$ cat config.mk
export PLATFORM = sky130hd
export DESIGN_NAME = weekly_vent_schedule_engine_unit
export DESIGN_NICKNAME = d
export VERILOG_FILES = /design/src/design/wvse_pkg.sv /design/src/design/wvse_ram.sv /design/src/design/weekly_vent_schedule_engine_unit.sv
export VERILOG_INCLUDE_DIRS = /design/src /design/src/design
export SDC_FILE = /design/constraint.sdc
export NUM_CORES = 1
export LEC_CHECK = 0
export ABC_CLOCK_PERIOD_IN_PS = 4850
export BUFFER_PORTS_ARGS = -buffer_cell sky130_fd_sc_hd__buf_2
export CORE_AREA = 2 2 197 296
export DETAILED_ROUTE_END_ITERATION = 12
export DIE_AREA = 0 0 199 298
export PLACE_DENSITY = 0.79
export SLEW_MARGIN = 20
export SYNTH_ARGS = -nofsm -noshare
export SYNTH_HDL_FRONTEND = slang
export SYNTH_HIERARCHICAL = 1
export SYNTH_SLANG_ARGS = --single-unit
$ cat constraint.sdc
create_clock -name i_clk -period 4.85 [get_ports i_clk]
set_clock_uncertainty 0.2 [all_clocks]
set_input_delay 0.485 -clock i_clk [delete_from_list [all_inputs] [get_ports i_clk]]
set_output_delay 0.485 -clock i_clk [all_outputs]
set_load 0.02 [all_outputs]
$ cat src/design/weekly_vent_schedule_engine_unit_macros.svh
// assertion macros for the weekly vent schedule engine
`ifndef WEEKLY_VENT_SCHEDULE_ENGINE_UNIT_MACROS_SVH
`define WEEKLY_VENT_SCHEDULE_ENGINE_UNIT_MACROS_SVH

// same-cycle implication, disabled while reset is low
`define WVSE_ASSERT_SAME(lbl, clk, rst_n, ante, cons, msg) \
    lbl: assert property (@(posedge clk) disable iff (!(rst_n)) (ante) |-> (cons)) \
        else $error(msg);

// next-cycle implication, disabled while reset is low
`define WVSE_ASSERT_NEXT(lbl, clk, rst_n, ante, cons, msg) \
    lbl: assert property (@(posedge clk) disable iff (!(rst_n)) (ante) |=> (cons)) \
        else $error(msg);

`endif

$ cat src/design/wvse_pkg.sv
// shared types, codes and helpers of the weekly vent schedule engine
package wvse_pkg;

    localparam int SEGS_PER_DAY  = 288;
    localparam int TIME_LIMIT    = 2015;
    localparam int FULL_OPEN     = 255;
    localparam int THRESH_RESET  = 3500;
    localparam int MAX_RESULTS   = 5;
    localparam int CNT_W         = 3;
    localparam int SEG_W         = 11;
    localparam int AMT_W         = 8;
    localparam int STEP_W        = 9;
    localparam int MV_W          = 16;

    typedef enum logic [1:0] {
        REQ_WRITE = 2'd0,
        REQ_TICK  = 2'd1,
        REQ_BATT  = 2'd2
    } t_req;

    typedef enum logic [1:0] {
        S_IDLE,
        S_READ,
        S_CHECK,
        S_FLUSH
    } t_state;

    typedef struct packed {
        logic              low_battery_flag;
        logic [AMT_W-1:0]  new_position;
        logic [STEP_W-1:0] half_steps;
        logic              turn_ccw;
    } t_move;

    // day holding a weekly segment, 7 for the tail past the last day
    function automatic logic [2:0] seg_day(input logic [SEG_W-1:0] seg);
        logic [2:0] d;
        d = '0;
        for (int k = 1; k < 8; k++) begin
            if (seg >= SEG_W'(k * SEGS_PER_DAY)) begin
                d = 3'(k);
            end
        end
        return d;
    endfunction

    function automatic t_move make_move(input logic [AMT_W-1:0] cur,
                                        input logic [AMT_W-1:0] tgt,
                                        input logic             lowbat);
        t_move m;
        logic [AMT_W-1:0] diff;
        m.turn_ccw = (tgt > cur);
        diff = m.turn_ccw ? (tgt - cur) : (cur - tgt);
        m.half_steps = {diff, 1'b0};
        m.new_position = tgt;
        m.low_battery_flag = lowbat;
        return m;
    endfunction

endpackage

$ cat src/design/wvse_ram.sv
// generic single-port-write, registered-read ram
module wvse_ram #(
    parameter int WIDTH = 8,
    parameter int DEPTH = 16,
    parameter int AW    = (DEPTH > 1) ? $clog2(DEPTH) : 1
) (
    input  logic             i_clk,
    input  logic             i_we,
    input  logic [AW-1:0]    i_waddr,
    input  logic [WIDTH-1:0] i_wdata,
    input  logic             i_re,
    input  logic [AW-1:0]    i_raddr,
    output logic [WIDTH-1:0] o_rdata
);

    logic [WIDTH-1:0] r_mem [DEPTH];
    logic [WIDTH-1:0] r_rdata;

    always_ff @(posedge i_clk) begin
        if (i_we) begin
            r_mem[i_waddr] <= i_wdata;
        end
        if (i_re) begin
            r_rdata <= r_mem[i_raddr];
        end
    end

    assign o_rdata = r_rdata;

endmodule

$ cat src/design/weekly_vent_schedule_engine_unit.sv
// top level of the weekly vent schedule engine
// Keeps a DAYS x SLOTS_PER_DAY weekly schedule in one RAM (time and target)
// with per-slot valid flops cleared by reset, and tracks the vent position and
// a low-battery latch. A battery sample below the threshold places its move in
// the pending register, which passes it to the output register once that is
// free. A tick reads the slots of its day one at a time through the single RAM
// read port (address, then registered data and compare), then releases the
// final move. Moves are held one deep internally so the last one of a run can
// be tagged with tlast; a stalled master side stretches the scan. The next
// item is taken once the previous one has finished, even while its last result
// still sits in the output register.
module weekly_vent_schedule_engine_unit #(
    parameter int DAYS          = 7,
    parameter int SLOTS_PER_DAY = 5
) (
    input  logic        i_clk,
    input  logic        i_rst_n,
    // config write channel
    input  logic        i_cfg_valid,
    output logic        o_cfg_ready,
    input  logic [15:0] i_cfg_data,     // low_voltage_threshold_mv
    // request stream
    input  logic        s_axis_tvalid,
    output logic        s_axis_tready,
    // day_index[2:0] slot_index[5:3] write_time[21:6] write_amount[29:22]
    // tick_segment[40:30] battery_mv[56:41] zero[63:57]
    input  logic [63:0] s_axis_tdata,
    input  logic [1:0]  s_axis_tuser,   // req_type[1:0]
    // move stream
    output logic        m_axis_tvalid,
    input  logic        m_axis_tready,
    // turn_ccw[0] half_steps[9:1] new_position[17:10] low_battery_flag[18] zero[23:19]
    output logic [23:0] m_axis_tdata,
    output logic        m_axis_tlast    // last_of_run
);
    import wvse_pkg::*;

    `include "weekly_vent_schedule_engine_unit_macros.svh"

    localparam int TS = DAYS * SLOTS_PER_DAY;
    localparam int AW = (TS > 1) ? $clog2(TS) : 1;
    localparam int SW = (SLOTS_PER_DAY > 1) ? $clog2(SLOTS_PER_DAY) : 1;
    localparam int RW = SEG_W + AMT_W;

    // request fields
    logic [2:0]       in_day;
    logic [2:0]       in_slot;
    logic [15:0]      in_wtime;
    logic [AMT_W-1:0] in_wamt;
    logic [SEG_W-1:0] in_seg;
    logic [MV_W-1:0]  in_mv;
    t_req             in_req;

    assign in_day   = s_axis_tdata[2:0];
    assign in_slot  = s_axis_tdata[5:3];
    assign in_wtime = s_axis_tdata[21:6];
    assign in_wamt  = s_axis_tdata[29:22];
    assign in_seg   = s_axis_tdata[40:30];
    assign in_mv    = s_axis_tdata[56:41];
    assign in_req   = t_req'(s_axis_tuser);

    // registers
    t_state           r_state, n_state;
    logic [MV_W-1:0]  r_thr, n_thr;
    logic [TS-1:0]    r_valid, n_valid;
    logic [AMT_W-1:0] r_pos, n_pos;
    logic             r_lowbat, n_lowbat;
    logic [SEG_W-1:0] r_seg, n_seg;
    logic [AW-1:0]    r_base, n_base;
    logic [SW-1:0]    r_slot, n_slot;
    logic [CNT_W-1:0] r_cnt, n_cnt;
    t_move            r_pend, n_pend;
    logic             r_pend_v, n_pend_v;
    t_move            r_out, n_out;
    logic             r_out_last, n_out_last;
    logic             r_out_v, n_out_v;

    // shared decode
    logic             in_acc;
    logic             out_free;
    logic             wr_ok;
    logic [7:0]       wr_lin;
    logic [2:0]       tk_day;
    logic [7:0]       tk_lin;
    logic             tk_go;
    logic             bat_low;
    logic [AW-1:0]    rd_addr;
    logic [RW-1:0]    ram_wdata;
    logic [RW-1:0]    ram_rdata;
    logic             hit;
    logic             slot_last;
    logic             run_full;

    assign in_acc    = s_axis_tvalid && s_axis_tready;
    assign out_free  = !r_out_v || m_axis_tready;
    assign wr_ok     = (in_day < 3'(DAYS)) && (5'(in_slot) < 5'(SLOTS_PER_DAY));
    assign wr_lin    = 8'(in_day) * 8'(SLOTS_PER_DAY) + 8'(in_slot);
    assign tk_day    = seg_day(in_seg);
    assign tk_lin    = 8'(tk_day) * 8'(SLOTS_PER_DAY);
    assign tk_go     = (tk_day < 3'(DAYS)) && !r_lowbat;
    assign bat_low   = in_mv < r_thr;
    assign rd_addr   = r_base + AW'(r_slot);
    assign ram_wdata = {in_wtime[SEG_W-1:0], in_wamt};
    assign hit       = r_valid[rd_addr] && (ram_rdata[RW-1:AMT_W] == r_seg);
    assign slot_last = (32'(r_slot) == SLOTS_PER_DAY - 1);
    assign run_full  = (r_cnt + CNT_W'(1)) == CNT_W'(MAX_RESULTS);

    wvse_ram #(
        .WIDTH (RW),
        .DEPTH (TS)
    ) u_slot_ram (
        .i_clk   (i_clk),
        .i_we    (in_acc && (in_req == REQ_WRITE) && wr_ok),
        .i_waddr (wr_lin[AW-1:0]),
        .i_wdata (ram_wdata),
        .i_re    (r_state == S_READ),
        .i_raddr (rd_addr),
        .o_rdata (ram_rdata)
    );

    // next state
    always_comb begin
        n_state = r_state;
        case (r_state)
            S_IDLE: begin
                if (in_acc && (in_req == REQ_TICK) && tk_go) begin
                    n_state = S_READ;
                end else if (in_acc && (in_req == REQ_BATT) && bat_low) begin
                    n_state = S_FLUSH;
                end
            end
            S_READ: begin
                n_state = S_CHECK;
            end
            S_CHECK: begin
                if (hit) begin
                    if (!(r_pend_v && !out_free)) begin
                        n_state = (run_full || slot_last) ? S_FLUSH : S_READ;
                    end
                end else if (slot_last) begin
                    n_state = r_pend_v ? S_FLUSH : S_IDLE;
                end else begin
                    n_state = S_READ;
                end
            end
            S_FLUSH: begin
                if (out_free) begin
                    n_state = S_IDLE;
                end
            end
            default: begin
                n_state = S_IDLE;
            end
        endcase
    end

    // datapath
    always_comb begin
        n_thr      = r_thr;
        n_valid    = r_valid;
        n_pos      = r_pos;
        n_lowbat   = r_lowbat;
        n_seg      = r_seg;
        n_base     = r_base;
        n_slot     = r_slot;
        n_cnt      = r_cnt;
        n_pend     = r_pend;
        n_pend_v   = r_pend_v;
        n_out      = r_out;
        n_out_last = r_out_last;
        n_out_v    = r_out_v && !m_axis_tready;

        if (i_cfg_valid) begin
            n_thr = i_cfg_data;
        end

        case (r_state)
            S_IDLE: begin
                if (in_acc) begin
                    case (in_req)
                        REQ_WRITE: begin
                            if (wr_ok) begin
                                n_valid[wr_lin[AW-1:0]] = (in_wtime < 16'(TIME_LIMIT));
                            end
                        end
                        REQ_TICK: begin
                            n_seg  = in_seg;
                            n_base = tk_lin[AW-1:0];
                            n_slot = '0;
                            n_cnt  = '0;
                        end
                        REQ_BATT: begin
                            if (bat_low) begin
                                n_lowbat = 1'b1;
                                n_pend   = make_move(r_pos, AMT_W'(FULL_OPEN), 1'b1);
                                n_pend_v = 1'b1;
                                n_pos    = AMT_W'(FULL_OPEN);
                            end
                        end
                        default: begin
                        end
                    endcase
                end
            end
            S_CHECK: begin
                if (hit) begin
                    if (!(r_pend_v && !out_free)) begin
                        if (r_pend_v) begin
                            n_out      = r_pend;
                            n_out_last = 1'b0;
                            n_out_v    = 1'b1;
                        end
                        n_pend   = make_move(r_pos, ram_rdata[AMT_W-1:0], r_lowbat);
                        n_pend_v = 1'b1;
                        n_pos    = ram_rdata[AMT_W-1:0];
                        n_cnt    = r_cnt + CNT_W'(1);
                        n_slot   = r_slot + SW'(1);
                    end
                end else begin
                    n_slot = r_slot + SW'(1);
                end
            end
            S_FLUSH: begin
                if (out_free) begin
                    n_out      = r_pend;
                    n_out_last = 1'b1;
                    n_out_v    = 1'b1;
                    n_pend_v   = 1'b0;
                end
            end
            default: begin
            end
        endcase
    end

    always_ff @(posedge i_clk) begin
        if (!i_rst_n) begin
            r_state  <= S_IDLE;
            r_thr    <= MV_W'(THRESH_RESET);
            r_valid  <= '0;
            r_pos    <= AMT_W'(FULL_OPEN);
            r_lowbat <= 1'b0;
            r_cnt    <= '0;
            r_pend_v <= 1'b0;
            r_out_v  <= 1'b0;
        end else begin
            r_state  <= n_state;
            r_thr    <= n_thr;
            r_valid  <= n_valid;
            r_pos    <= n_pos;
            r_lowbat <= n_lowbat;
            r_cnt    <= n_cnt;
            r_pend_v <= n_pend_v;
            r_out_v  <= n_out_v;
        end
    end

    always_ff @(posedge i_clk) begin
        r_seg      <= n_seg;
        r_base     <= n_base;
        r_slot     <= n_slot;
        r_pend     <= n_pend;
        r_out      <= n_out;
        r_out_last <= n_out_last;
    end

    assign o_cfg_ready   = 1'b1;
    assign s_axis_tready = (r_state == S_IDLE);
    assign m_axis_tvalid = r_out_v;
    assign m_axis_tdata  = {5'b0, r_out};
    assign m_axis_tlast  = r_out_last;

    `WVSE_ASSERT_NEXT(a_low_sets_latch, i_clk, i_rst_n,
        in_acc && (in_req == REQ_BATT) && bat_low, r_lowbat && r_pend_v, "battery low not latched")
    `WVSE_ASSERT_NEXT(a_latch_sticky, i_clk, i_rst_n, r_lowbat, r_lowbat, "low-battery latch cleared")
    `WVSE_ASSERT_SAME(a_no_scan_latched, i_clk, i_rst_n,
        (r_state == S_READ) || (r_state == S_CHECK), !r_lowbat, "tick scan while latched")
    `WVSE_ASSERT_SAME(a_run_bounded, i_clk, i_rst_n, r_state != S_IDLE,
        r_cnt <= CNT_W'(MAX_RESULTS), "run exceeds result limit")
    `WVSE_ASSERT_SAME(a_flush_has_move, i_clk, i_rst_n, r_state == S_FLUSH, r_pend_v,
        "flush without pending move")

endmodule
==> results by group, run 1 <==
CTS
  • Clock transition at path regs: 60 ps
  • Deepest level of the CTS H-tree: 3
  • Clock latency reported for the late side of the worst-skew pair: 610 ps
  • Total clock buffers created by CTS: 72
  • Maximum count of clock buffers along a single path: 3
  • Number of clock sinks: 808
  • TritonCTS clock tree: done
  • Number of instances resized during post-cts repair: 0
  • Post-CTS setup-driven buffer insertion count: 0
  • Clock Root Buffer: clkbuf_16

Yosys
  • Sequential element share of the synthesized area: 0.697
  • Cells after Synth: 2136
  • Most used flip-flop cell after synthesis: edfxtp_1
  • Yosys Warn Count: 6
  • Post-Syn Area per Cell: 15.8 sq um
  • Share of synthesized registers carrying an async set or reset: 0
  • Post-synthesis instance area: 33800 sq um
  • Number of storage elements in the synthesis netlist: 808
  • Number of enable flip-flop cells after synthesis: 741
  • Yosys cell types: 75

Drt
  • DRC violations left: 0
  • Vias per inst: 6.20
  • Total via count after detailed routing: 19400
  • Wire length reported by the detailed router: 74.8 mm
  • Number of detailed-route iterations in the first pass: 5
  • Final routed wire length divided by cell count: 24.0 microns
  • Number of nets with antenna violations after routing: 0
  • Initial DRC count: 1398

Global routing
  • Total grt overflow: 0
  • Number of global-route vias before repair: 19900
  • GR Util All Layers: 0.253
  • Pin count of the biggest net entering global routing: 100
  • Number of antenna violations at the first check in global routing: 0
  • Global-route wire length before repair: 113 mm

Critical path
  • Highest cell delay on the worst timing path: 590 ps
  • CP max stage cell: mux4_1
  • Type of origin of the critical path: flip-flop
  • Worst Setup Path Type: flip-flop to flip-flop
  • Required time reported for the critical path endpoint: 5090 ps
  • List of cells traversed by the critical path: ha_4 -> inv_1 -> fa_1 -> inv_2 -> mux4_1 -> mux2_2 -> o211a_1 -> o311ai_0 -> a22oi_1 -> nor2b_1 -> a2bb2oi_1
  • Nature of the critical path endpoint: flip-flop
  • CP max FO: 9
  • Worst path arrival time: 4620 ps

Timing
  • Max-slew violation total from the final report: 0
  • Hold slack final: 109 ps
  • Final setup vio count: 0
  • Max Fclk: 228 MHz
  • Hold Fails Final Rpt: 0
  • Slew of the pin with the lowest slew margin: 1090 ps
  • Time the final worst path needs with I/O delays and setup: 4380 ps
  • Final sum of negative setup slack: 0 ps
  • Final worst path period share: 0.903
  • Worst slew slack as a fraction of its limit: 0.274
  • Setup repair after global routing missed its margin: false

Run status
  • Outcome: completed

Run
  • Max-cap violations: 0

Layout
  • Core utilization of the finished layout: 0.673
  • Fraction of final layout cells sized beyond drive strength 1: 0.157
  • Area added between synthesis and finish: 12.7%
  • Antenna Diode Count: 0
  • Post-layout nets: 2449

Pwr
  • Total power after layout: 17.4 mW
  • Standby leakage power: 13.8 nW
  • Power per standard cell area: 455 nW/um^2
  • Worst supply voltage drop on vdd: 274 uV

Placed design
  • Count of buffers inserted at the top-level ports: 100
  • Placer Congestion: 0.896
  • Half-perimeter wire length after detailed placement: 47.4 mm

Floorplanning
  • Floorplan die area: 59300 sq um
  • Starting density of the core: 0.597
  • Placeable core region: 56600 sq um
  • Row count: 107
  • I/O pin cnt: 115
  • Overall die width: 199 microns
  • Height of the die: 298 microns

Min path
  • Hold Path Class: input pin to flip-flop
## worst max-delay path: cells and delay by family (launching register included)
| kind | cells | cell delay, ps |
|---|---|---|
| adder cells (fa/ha/maj) | 2 | 650 |
| multiplexers | 2 | 900 |
| flip-flops | 1 | 480 |
| AND/OR/NAND/NOR | 1 | 540 |
| AO/OA/AOI/OAI | 4 | 1140 |
| buffers and inverters | 2 | 310 |
## repair_timing
| action | 4_1_cts | 5_1_grt |
|---|---|---|
| hold buffers | 27 | 0 |
| hold endpoints to repair | 27 | 0 |
| endpoints found under the setup margin | 0 | 0 |
## synth_stat cells, drive strengths merged, types with 11 or more instances
cell type | count | area [sq um]
o21ai | 46 | 230
o22ai | 22 | 138
nand2b | 12 | 75.1
nor2 | 64 | 240
a22oi | 81 | 608
a21oi | 61 | 305
edfxtp | 741 | 22300
o41ai | 20 | 325
a21boi | 16 | 120
ha | 54 | 676
nand3 | 19 | 95.1
dfxtp | 67 | 1340
nand2 | 102 | 383
a22o | 38 | 333
buf | 60 | 450
nand4 | 20 | 125
nor3 | 11 | 66.3
inv | 56 | 210
a221oi | 38 | 395
clkbuf | 56 | 210
nor2b | 50 | 313
xor2 | 17 | 149
mux2i | 370 | 3700
## power breakdown
group / leakage, nW / total (mW) / internal [mW] / switching, mW
combinational: 5.46 / 3.94 / 1.49 / 2.45
clock: 1.11 / 5.52 / 3.09 / 2.43
sequential: 7.21 / 7.90 / 7.82 / 0.0823
total: 13.8 / 17.4 / 12.4 / 4.96
## layout by cell type, fill, tap and decap left out, drive strengths merged, types with 27 or more instances in the layout
cell type    instances
nor2                64
dfxtp               67
a221oi              38
edfxtp             741
inv                 57
o21ai               46
nand2              102
ha                  54
mux2i              370
a22o                38
dlygate4sd3         27
a21oi               61
nor2b               50
a22oi               81
clkbuf              98
buf                178
## cell type report
| type | count | area (sq um) |
|---|---|---|
| inverters | 57 | 214 |
| clock buffers | 98 | 1970 |
| repair buffers | 205 | 1540 |
| well taps | 763 | 955 |
| fillers | 3703 | 18500 |
| multi-input cells | 1160 | 9520 |
| flip-flops and latches | 808 | 23600 |
| clock inverters | 32 | 317 |
## registers in the layout (all words and copies together) (netlist names), 2 cells and up
name,count
m_axis_tdata,18
r_base,6
r_cnt,3
r_pend,18
r_pos,8
r_seg,11
r_slot,3
r_state,2
r_thr,16
r_valid,35
u_slot_ram/o_rdata,19
u_slot_ram/r_mem,665
## worst paths after layout
kind,from,end,slack (ps),cells past startpoint
worst max-delay path,r_slot[0],r_pos[0],470,11
worst min-delay path,m_axis_tready,m_axis_tvalid,110,4
worst max register to register,r_slot[0],r_pos[0],470,11
worst min register to register,r_pend[4],m_axis_tdata[4],220,0
## metal layers
metal,share of wire,global-route usage
met5,0,0
met4,0.037,0.103
met1,0.37,0.296
met3,0.064,0.0368
met2,0.53,0.461
## cell families (layout without fill, tap and decap cells)
| group | count (synthesis) | after routing | synth area share |
|---|---|---|---|
| multiplexers | 380 | 380 | 0.115 |
| AND/OR/NAND/NOR | 313 | 313 | 0.0457 |
| XOR/XNOR | 22 | 22 | 0.00592 |
| flip-flops | 808 | 808 | 0.697 |
| buffers and inverters | 173 | 392 | 0.0259 |
| adder cells (fa/ha/maj) | 60 | 60 | 0.0229 |
| other | 2 | 7 | 0.000222 |
| AO/OA/AOI/OAI | 378 | 378 | 0.0864 |
## metrics by stage
step / worst slack (ps) / instances / area [sq um]
4_1_cts: 483 / 3123 / 38100
3_3_place_gp: 589 / 2966 / 35600
3_5_place_dp: 510 / 2966 / 35600
5_1_grt: 336 / 3123 / 38100
6_report: 469 / 3123 / 38100
2_1_floorplan: 466 / 2141 / 33800
No activity file was read; power rests on OpenSTA's default activity.
==> run 2: changes to the inputs <==
--- a/config.mk
+++ b/config.mk
@@ -6,12 +6,14 @@
 export SDC_FILE = /design/constraint.sdc
 export NUM_CORES = 1
 export LEC_CHECK = 0
+export ABC_AREA = 1
 export ABC_CLOCK_PERIOD_IN_PS = 4850
 export BUFFER_PORTS_ARGS = -buffer_cell sky130_fd_sc_hd__buf_2
-export CORE_AREA = 2 2 197 296
+export CORE_AREA = 2 2 200 300
 export DETAILED_ROUTE_END_ITERATION = 12
-export DIE_AREA = 0 0 199 298
+export DIE_AREA = 0 0 202 302
 export PLACE_DENSITY = 0.79
+export SETUP_SLACK_MARGIN = 0.05
 export SLEW_MARGIN = 20
 export SYNTH_ARGS = -nofsm -noshare
 export SYNTH_HDL_FRONTEND = slang
==> results by group, run 2 <==
Run status
  • Outcome: completed (unchanged)

CTS
  • Number of clock sinks: 808 (unchanged)
  • Clock transition at path regs: 70 ps (was 60 ps)
  • Clock latency reported for the late side of the worst-skew pair: 610 ps (about the same)
  • Deepest level of the CTS H-tree: 3 (unchanged)
  • Total clock buffers created by CTS: 69 (was 72)
  • TritonCTS clock tree: done (unchanged)
  • Number of instances resized during post-cts repair: 0 (unchanged)
  • Maximum count of clock buffers along a single path: 3 (unchanged)
  • Clock Root Buffer: clkbuf_16 (unchanged)

Timing
  • Max Fclk: 244 MHz (was 228 MHz)
  • Setup repair after global routing missed its margin: false (unchanged)
  • Hold Fails Final Rpt: 0 (unchanged)
  • Slew of the pin with the lowest slew margin: 977 ps (was 1090 ps)
  • Hold slack final: 62.1 ps (was 109 ps)
  • Final sum of negative setup slack: 0 ps (unchanged)
  • Max-slew violation total from the final report: 0 (unchanged)
  • Worst slew slack as a fraction of its limit: 0.344 (was 0.274)
  • Final setup vio count: 0 (unchanged)
  • Time the final worst path needs with I/O delays and setup: 4100 ps (was 4380 ps)
  • Final worst path period share: 0.844 (was 0.903)

Critical path
  • CP max FO: 24 (was 9)
  • Worst path arrival time: 4140 ps (was 4620 ps)
  • Nature of the critical path endpoint: flip-flop (unchanged)
  • Type of origin of the critical path: flip-flop (unchanged)
  • Required time reported for the critical path endpoint: 4890 ps (was 5090 ps)
  • Worst Setup Path Type: flip-flop to flip-flop (unchanged)

Floorplanning
  • Placeable core region: 58500 sq um (was 56600 sq um)
  • I/O pin cnt: 115 (unchanged)
  • Row count: 109 (was 107)
  • Floorplan die area: 61000 sq um (was 59300 sq um)
  • Overall die width: 202 microns (was 199 microns)
  • Starting density of the core: 0.592 (was 0.597)
  • Height of the die: 302 microns (was 298 microns)

Yosys
  • Post-Syn Area per Cell: 11.1 sq um (was 15.8 sq um)
  • Cells after Synth: 3118 (was 2136)
  • Yosys Warn Count: 6 (unchanged)
  • Number of storage elements in the synthesis netlist: 808 (unchanged)
  • Post-synthesis instance area: 34600 sq um (was 33800 sq um)
  • Cell type with the largest total area after synthesis: edfxtp_1 (unchanged)
  • Top cells by area in the synthesized netlist: edfxtp_1 (64%), nand2_1 (11%), nand3_1 (8.4%) (was edfxtp_1 (66%), mux2i_1 (11%), dfxtp_1 (4.0%))
  • Sequential element share of the synthesized area: 0.681 (was 0.697)
  • Yosys cell types: 50 (was 75)
  • Most used flip-flop cell after synthesis: edfxtp_1 (unchanged)
  • Share of synthesized registers carrying an async set or reset: 0 (unchanged)
  • Number of enable flip-flop cells after synthesis: 741 (unchanged)
  • Library cell with the highest instance count after synthesis: nand2_1 (was edfxtp_1)
  • Yosys top cell area share: 0.643 (was 0.658)
  • Post-synth top cells: nand2_1 (985), edfxtp_1 (741), nand3_1 (580) (was edfxtp_1 (741), mux2i_1 (370), nand2_1 (102))

Drt
  • Number of detailed-route iterations in the first pass: 6 (was 5)
  • Vias per inst: 6.02 (was 6.20)
  • Number of nets with antenna violations after routing: 0 (unchanged)
  • Final routed wire length divided by cell count: 22.3 microns (was 24.0 microns)
  • Initial DRC count: 2784 (was 1398)
  • Wire length reported by the detailed router: 90.5 mm (was 74.8 mm)
  • DRC violations left: 0 (unchanged)
  • Total via count after detailed routing: 24400 (was 19400)

Pwr
  • Switching share of total power: 0.352 (was 0.286)
  • Worst supply voltage drop on vdd: 312 uV (was 274 uV)
  • Standby leakage power: 14.3 nW (was 13.8 nW)
  • Total net switching power: 6.78 mW (was 4.96 mW)
  • Fraction of power consumed by combinational cells: 0.306 (was 0.227)
  • Clock share of power: 0.279 (was 0.318)
  • Reg power frac: 0.416 (was 0.455)
  • Power per standard cell area: 503 nW/um^2 (was 455 nW/um^2)
  • Internal Dissipation: 12.5 mW (was 12.4 mW)

Global routing
  • Pin count of the biggest net entering global routing: 199 (was 100)
  • Global-route wire length before repair: 137 mm (was 113 mm)
  • Number of antenna violations at the first check in global routing: 2 (was 0)
  • Number of global-route vias before repair: 24300 (was 19900)
  • Most utilized layer in the global route result: met2 (unchanged)
  • GR Layer Usage met1: 0.336 (was 0.296)
  • Met3 track demand over resource in global routing: 0.0464 (was 0.0368)
  • Total grt overflow: 0 (unchanged)
  • GR Util All Layers: 0.298 (was 0.253)
  • GR Util met2: 0.512 (was 0.461)

Layout
  • Register ranked first by flip-flop count: u_slot_ram/r_mem (unchanged)
  • Fill cell instance count of the final layout: 4154 (was 3703)
  • Area added between synthesis and finish: 10.6% (was 12.7%)
  • Number of flip-flops in the largest register: 665 (unchanged)
  • Commonest cells after routing, fill and taps aside: nand2_1 (985), edfxtp_1 (741), nand3_1 (580) (was edfxtp_1 (741), mux2i_1 (370), nand2_1 (102))
  • Reg area: 23600 sq um (unchanged)
  • Most common cell after layout, fill and taps aside: nand2_1 (was edfxtp_1)
  • Area of the multi-input gates: 9610 sq um (was 9520 sq um)
  • Fraction of final layout cells sized beyond drive strength 1: 0.104 (was 0.157)
  • Post-layout nets: 3373 (was 2449)
  • Antenna Diode Count: 0 (unchanged)

Run
  • Max-cap violations: 0 (unchanged)

Min path
  • Hold Path Class: input pin to flip-flop (unchanged)

Placed design
  • Placer Congestion: 0.960 (was 0.896)
  • Count of buffers inserted at the top-level ports: 100 (unchanged)
  • Half-perimeter wire length after detailed placement: 55.5 mm (was 47.4 mm)
-- run 2: cell count changes in the layout (fill, tap and decap cells not counted), sizes merged, moves of 19 or more --
cell    delta
nor3      +49
a22oi     -81
mux2i    -369
a221oi    -37
a21oi     +19
inv       +74
o22ai     -20
o41ai     -20
a22o      -38
nand3    +563
nand2    +888
nor2b     -50
nor2      +22
-- run 2: timing repair --
| item | in CTS | in global routing |
|---|---|---|
| hold buffers | 28 | 1 |
| setup buffers | 0 | 0 |
| endpoints found under the hold margin | 28 | 2 |
-- run 2: path summary, 6_finish.rpt --
check         startpoint         endpoint  slack [ps]  cells past startpoint
max reg2reg    r_slot[0]        r_pend[4]         750                     17
min reg2reg    r_pend[9]  m_axis_tdata[9]         220                      0
max            r_slot[0]        r_pend[4]         750                     17
min          i_cfg_valid        r_thr[10]          60                      2
-- run 2: power by group through the flow --
stage / registers (mW) / logic [mW] / clock network, mW
after floorplan: 8.16 / 3.92 / 0
after global placement: 8.15 / 5.55 / 0
after detailed placement: 8.16 / 5.69 / 0
after CTS: 8.01 / 5.76 / 5.43
after global routing: 8.02 / 6.38 / 5.68
final: 8.01 / 5.89 / 5.37
-- run 2: kinds of logic after synthesis --
| kind of cell | count (synthesis) | synth area share |
|---|---|---|
| flip-flops | 808 | 0.681 |
| other | 2 | 0.000217 |
| XOR/XNOR | 18 | 0.00477 |
| multiplexers | 1 | 0.000289 |
| buffers and inverters | 298 | 0.0448 |
| adder cells (fa/ha/maj) | 58 | 0.0218 |
| AO/OA/AOI/OAI | 173 | 0.0279 |
| AND/OR/NAND/NOR | 1760 | 0.219 |
-- run 2: routing by layer --
metal  wire length [microns]  vias to the layer above  share of wire
met3                    7540                      298          0.083
li1                        -                    11100              -
met4                    7140                        4          0.079
met2                   45100                     1372           0.50
met1                   30600                    11700           0.34
met5                      36                        -        0.00040
-- run 2: layout make-up --
| class | instances | area share |
|---|---|---|
| sequential | 808 | 0.616 |
| multi-input combinational | 2017 | 0.251 |
| clock buffer | 89 | 0.0479 |
| timing repair buffer | 204 | 0.0380 |
| tap | 777 | 0.0254 |
| inverter | 128 | 0.0133 |
| clock inverter | 32 | 0.00840 |
-- run 2: through the flow --
step	total power, mW	std cells	setup WS [ps]	cell area, sq um	util
finish	19.3	4055	755	38300	0.655
global route	20.1	4055	496	38300	0.655
CTS	19.2	4054	736	38300	0.654
detailed placement	13.8	3905	723	35800	0.613
global placement	13.7	3905	773	35800	0.613
floorplan	12.1	3123	918	34600	-
-- run 2: worst max-delay path, cell delays in order, from the launching register on --
cell and delay, ps:
edfxtp_1 440, ha_4 170, inv_1 50, fa_1 820, inv_4 280, nand3_1 170
nand2_1 60, nand2_1 100, nand2_1 90, nand2_1 60, nand3_1 100, nand3_2 150
nand2_2 80, nand2_2 90, nand2_4 110, inv_8 100, nand3_4 110, inv_1 530
==> run 3: changes to the inputs <==
--- a/config.mk
+++ b/config.mk
@@ -7,7 +7,7 @@
 export NUM_CORES = 1
 export LEC_CHECK = 0
 export ABC_AREA = 1
-export ABC_CLOCK_PERIOD_IN_PS = 4850
+export ABC_CLOCK_PERIOD_IN_PS = 4150
 export BUFFER_PORTS_ARGS = -buffer_cell sky130_fd_sc_hd__buf_2
 export CORE_AREA = 2 2 200 300
 export DETAILED_ROUTE_END_ITERATION = 12
==> constraint.sdc (replaced) <==
create_clock -name i_clk -period 4.15 [get_ports i_clk]
set_clock_uncertainty 0.2 [all_clocks]
set_input_delay 0.415 -clock i_clk [delete_from_list [all_inputs] [get_ports i_clk]]
set_output_delay 0.415 -clock i_clk [all_outputs]
set_load 0.02 [all_outputs]
==> results by group, run 3 (synthesis results as in run 2) <==
Timing
  • Slew of the pin with the lowest slew margin: 931 ps (was 977 ps)
  • Final setup vio count: 0 (unchanged)
  • Final worst path period share: 0.877 (was 0.844)
  • Setup repair after global routing missed its margin: false (unchanged)
  • Final sum of negative setup slack: 0 ps (unchanged)
  • Worst slew slack as a fraction of its limit: 0.379 (was 0.344)
  • Max-slew violation total from the final report: 0 (unchanged)
  • Max Fclk: 275 MHz (was 244 MHz)
  • Hold Fails Final Rpt: 0 (unchanged)
  • Time the final worst path needs with I/O delays and setup: 3640 ps (was 4100 ps)

Drt
  • Total via count after detailed routing: 24700 (was 24400)
  • Final routed wire length divided by cell count: 22.0 microns (was 22.3 microns)
  • Number of detailed-route iterations in the first pass: 8 (was 6)
  • DRC violations left: 0 (unchanged)
  • Number of nets with antenna violations after routing: 0 (unchanged)
  • Wire length reported by the detailed router: 90.1 mm (was 90.5 mm)
  • Initial DRC count: 2908 (was 2784)
  • Vias per inst: 6.02 (about the same)

Placed design
  • Count of buffers inserted at the top-level ports: 100 (unchanged)
  • Placer Congestion: 0.936 (was 0.960)
  • Area after DPL: 36100 sq um (was 35800 sq um)
  • Half-perimeter wire length after detailed placement: 55.7 mm (was 55.5 mm)

CTS
  • Number of instances resized during post-cts repair: 0 (unchanged)
  • Total clock buffers created by CTS: 72 (was 69)
  • Clock latency reported for the late side of the worst-skew pair: 630 ps (was 610 ps)
  • Clock Root Buffer: clkbuf_16 (unchanged)
  • TritonCTS clock tree: done (unchanged)
  • Clock transition at path regs: 60 ps (was 70 ps)
  • Deepest level of the CTS H-tree: 3 (unchanged)
  • Number of clock sinks: 808 (unchanged)
  • Maximum count of clock buffers along a single path: 3 (unchanged)

Run
  • Max-cap violations: 0 (unchanged)

Floorplanning
  • I/O pin cnt: 115 (unchanged)
  • Starting density of the core: 0.592 (unchanged)
  • Floorplan die area: 61000 sq um (unchanged)
  • Height of the die: 302 microns (unchanged)
  • Row count: 109 (unchanged)
  • Overall die width: 202 microns (unchanged)
  • Placeable core region: 58500 sq um (unchanged)

Layout
  • Register ranked first by flip-flop count: u_slot_ram/r_mem (unchanged)
  • Most common cell after layout, fill and taps aside: nand2_1 (unchanged)
  • Fraction of final layout cells sized beyond drive strength 1: 0.109 (was 0.104)
  • Non-Filler Cell Area, Final: 38700 sq um (was 38300 sq um)
  • Post-layout nets: 3404 (was 3373)
  • Area of the multi-input gates: 9610 sq um (about the same)
  • Commonest cells after routing, fill and taps aside: nand2_1 (985), edfxtp_1 (741), nand3_1 (580) (unchanged)
  • Reg area: 23600 sq um (unchanged)
  • Number of flip-flops in the largest register: 665 (unchanged)
  • Area added between synthesis and finish: 11.7% (was 10.6%)
  • Antenna Diode Count: 0 (unchanged)
  • Fill cell instance count of the final layout: 4079 (was 4154)

Global routing
  • Number of antenna violations at the first check in global routing: 1 (was 2)
  • Number of global-route vias before repair: 24400 (was 24300)
  • Total grt overflow: 0 (unchanged)
  • Global-route wire length before repair: 136 mm (was 137 mm)
  • GR Util All Layers: 0.295 (was 0.298)
  • Pin count of the biggest net entering global routing: 143 (was 199)

Run status
  • Outcome: completed (unchanged)

Critical path
  • Required time reported for the critical path endpoint: 4430 ps (was 4890 ps)
  • CP max FO: 20 (was 24)
  • Nature of the critical path endpoint: flip-flop (unchanged)
  • Worst path arrival time: 3920 ps (was 4140 ps)
  • Type of origin of the critical path: flip-flop (unchanged)
  • Worst Setup Path Type: flip-flop to flip-flop (unchanged)

Min path
  • Hold Path Class: input pin to flip-flop (unchanged)

Pwr
  • Power per standard cell area: 583 nW/um^2 (was 503 nW/um^2)
  • Total power after layout: 22.6 mW (was 19.3 mW)
  • Worst supply voltage drop on vdd: 426 uV (was 312 uV)
  • Standby leakage power: 14.5 nW (was 14.3 nW)
==> run 3: cell count changes in the layout (fill, tap and decap cells not counted), moves of 4 or more <==
cell           before  now
clkinv_1            9   16
clkbuf_16          70   74
buf_4              67   78
buf_12              8   15
dlygate4sd3_1      29   39
==> run 3: critical path, cell delays in order, from the launching register on <==
cell and delay (ps):
edfxtp_1 450, ha_1 360, a21oi_1 200, nand3_1 120, nand2_1 170, inv_1 130
inv_1 700, buf_4 400, nand2_1 230, nand3_1 220, nand3_1 190, nand2_1 100
==> run 3: worst paths after layout <==
kind | slack [ps] | to | depth (start not counted) | startpoint
worst max-delay path | 510 | u_slot_ram/o_rdata[7] | 11 | r_slot[2]
worst min-delay path | 110 | r_lowbat | 6 | s_axis_tuser[0]
worst max register to register | 510 | u_slot_ram/o_rdata[7] | 11 | r_slot[2]
worst min register to register | 220 | m_axis_tdata[6] | 0 | r_pend[6]
==> run 3: metrics by stage <==
step           utilization  worst slack [ps]  instances  hold WS, ps
3_3_place_gp         0.617               268       3923          202
4_1_cts              0.661               636       4094         77.4
5_1_grt              0.661               414       4094          149
2_1_floorplan            -               218       3123          200
6_report             0.661               512       4094          110
3_5_place_dp         0.617               256       3923          208
==> run 3: repair_timing <==
action	CTS	global route
setup buffers	0	0
hold endpoints to repair	32	0
hold buffers	39	0
==> run 3: final cells by class <==
type / instances / share of cell area
sequential: 808 / 0.610
multi-input combinational: 2017 / 0.248
clock buffer: 95 / 0.0502
timing repair buffer: 232 / 0.0459
tap: 777 / 0.0251
inverter: 128 / 0.0132
clock inverter: 37 / 0.00725
==> run 3: layer usage <==
layer,share of wire,up-vias,wire length (microns),track usage
met4,0.067,2,6050,0.205
met3,0.082,282,7430,0.0436
met2,0.51,1433,46200,0.524
li1,-,11200,-,-
met5,0.00014,-,13,0
met1,0.34,11800,30400,0.326
==> run 3: power breakdown <==
part	leakage, nW	total [mW]	internal (mW)	switching [mW]
sequential	7.21	9.36	9.23	0.131
clock	1.08	6.35	3.50	2.84
combinational	6.20	6.86	2.02	4.84
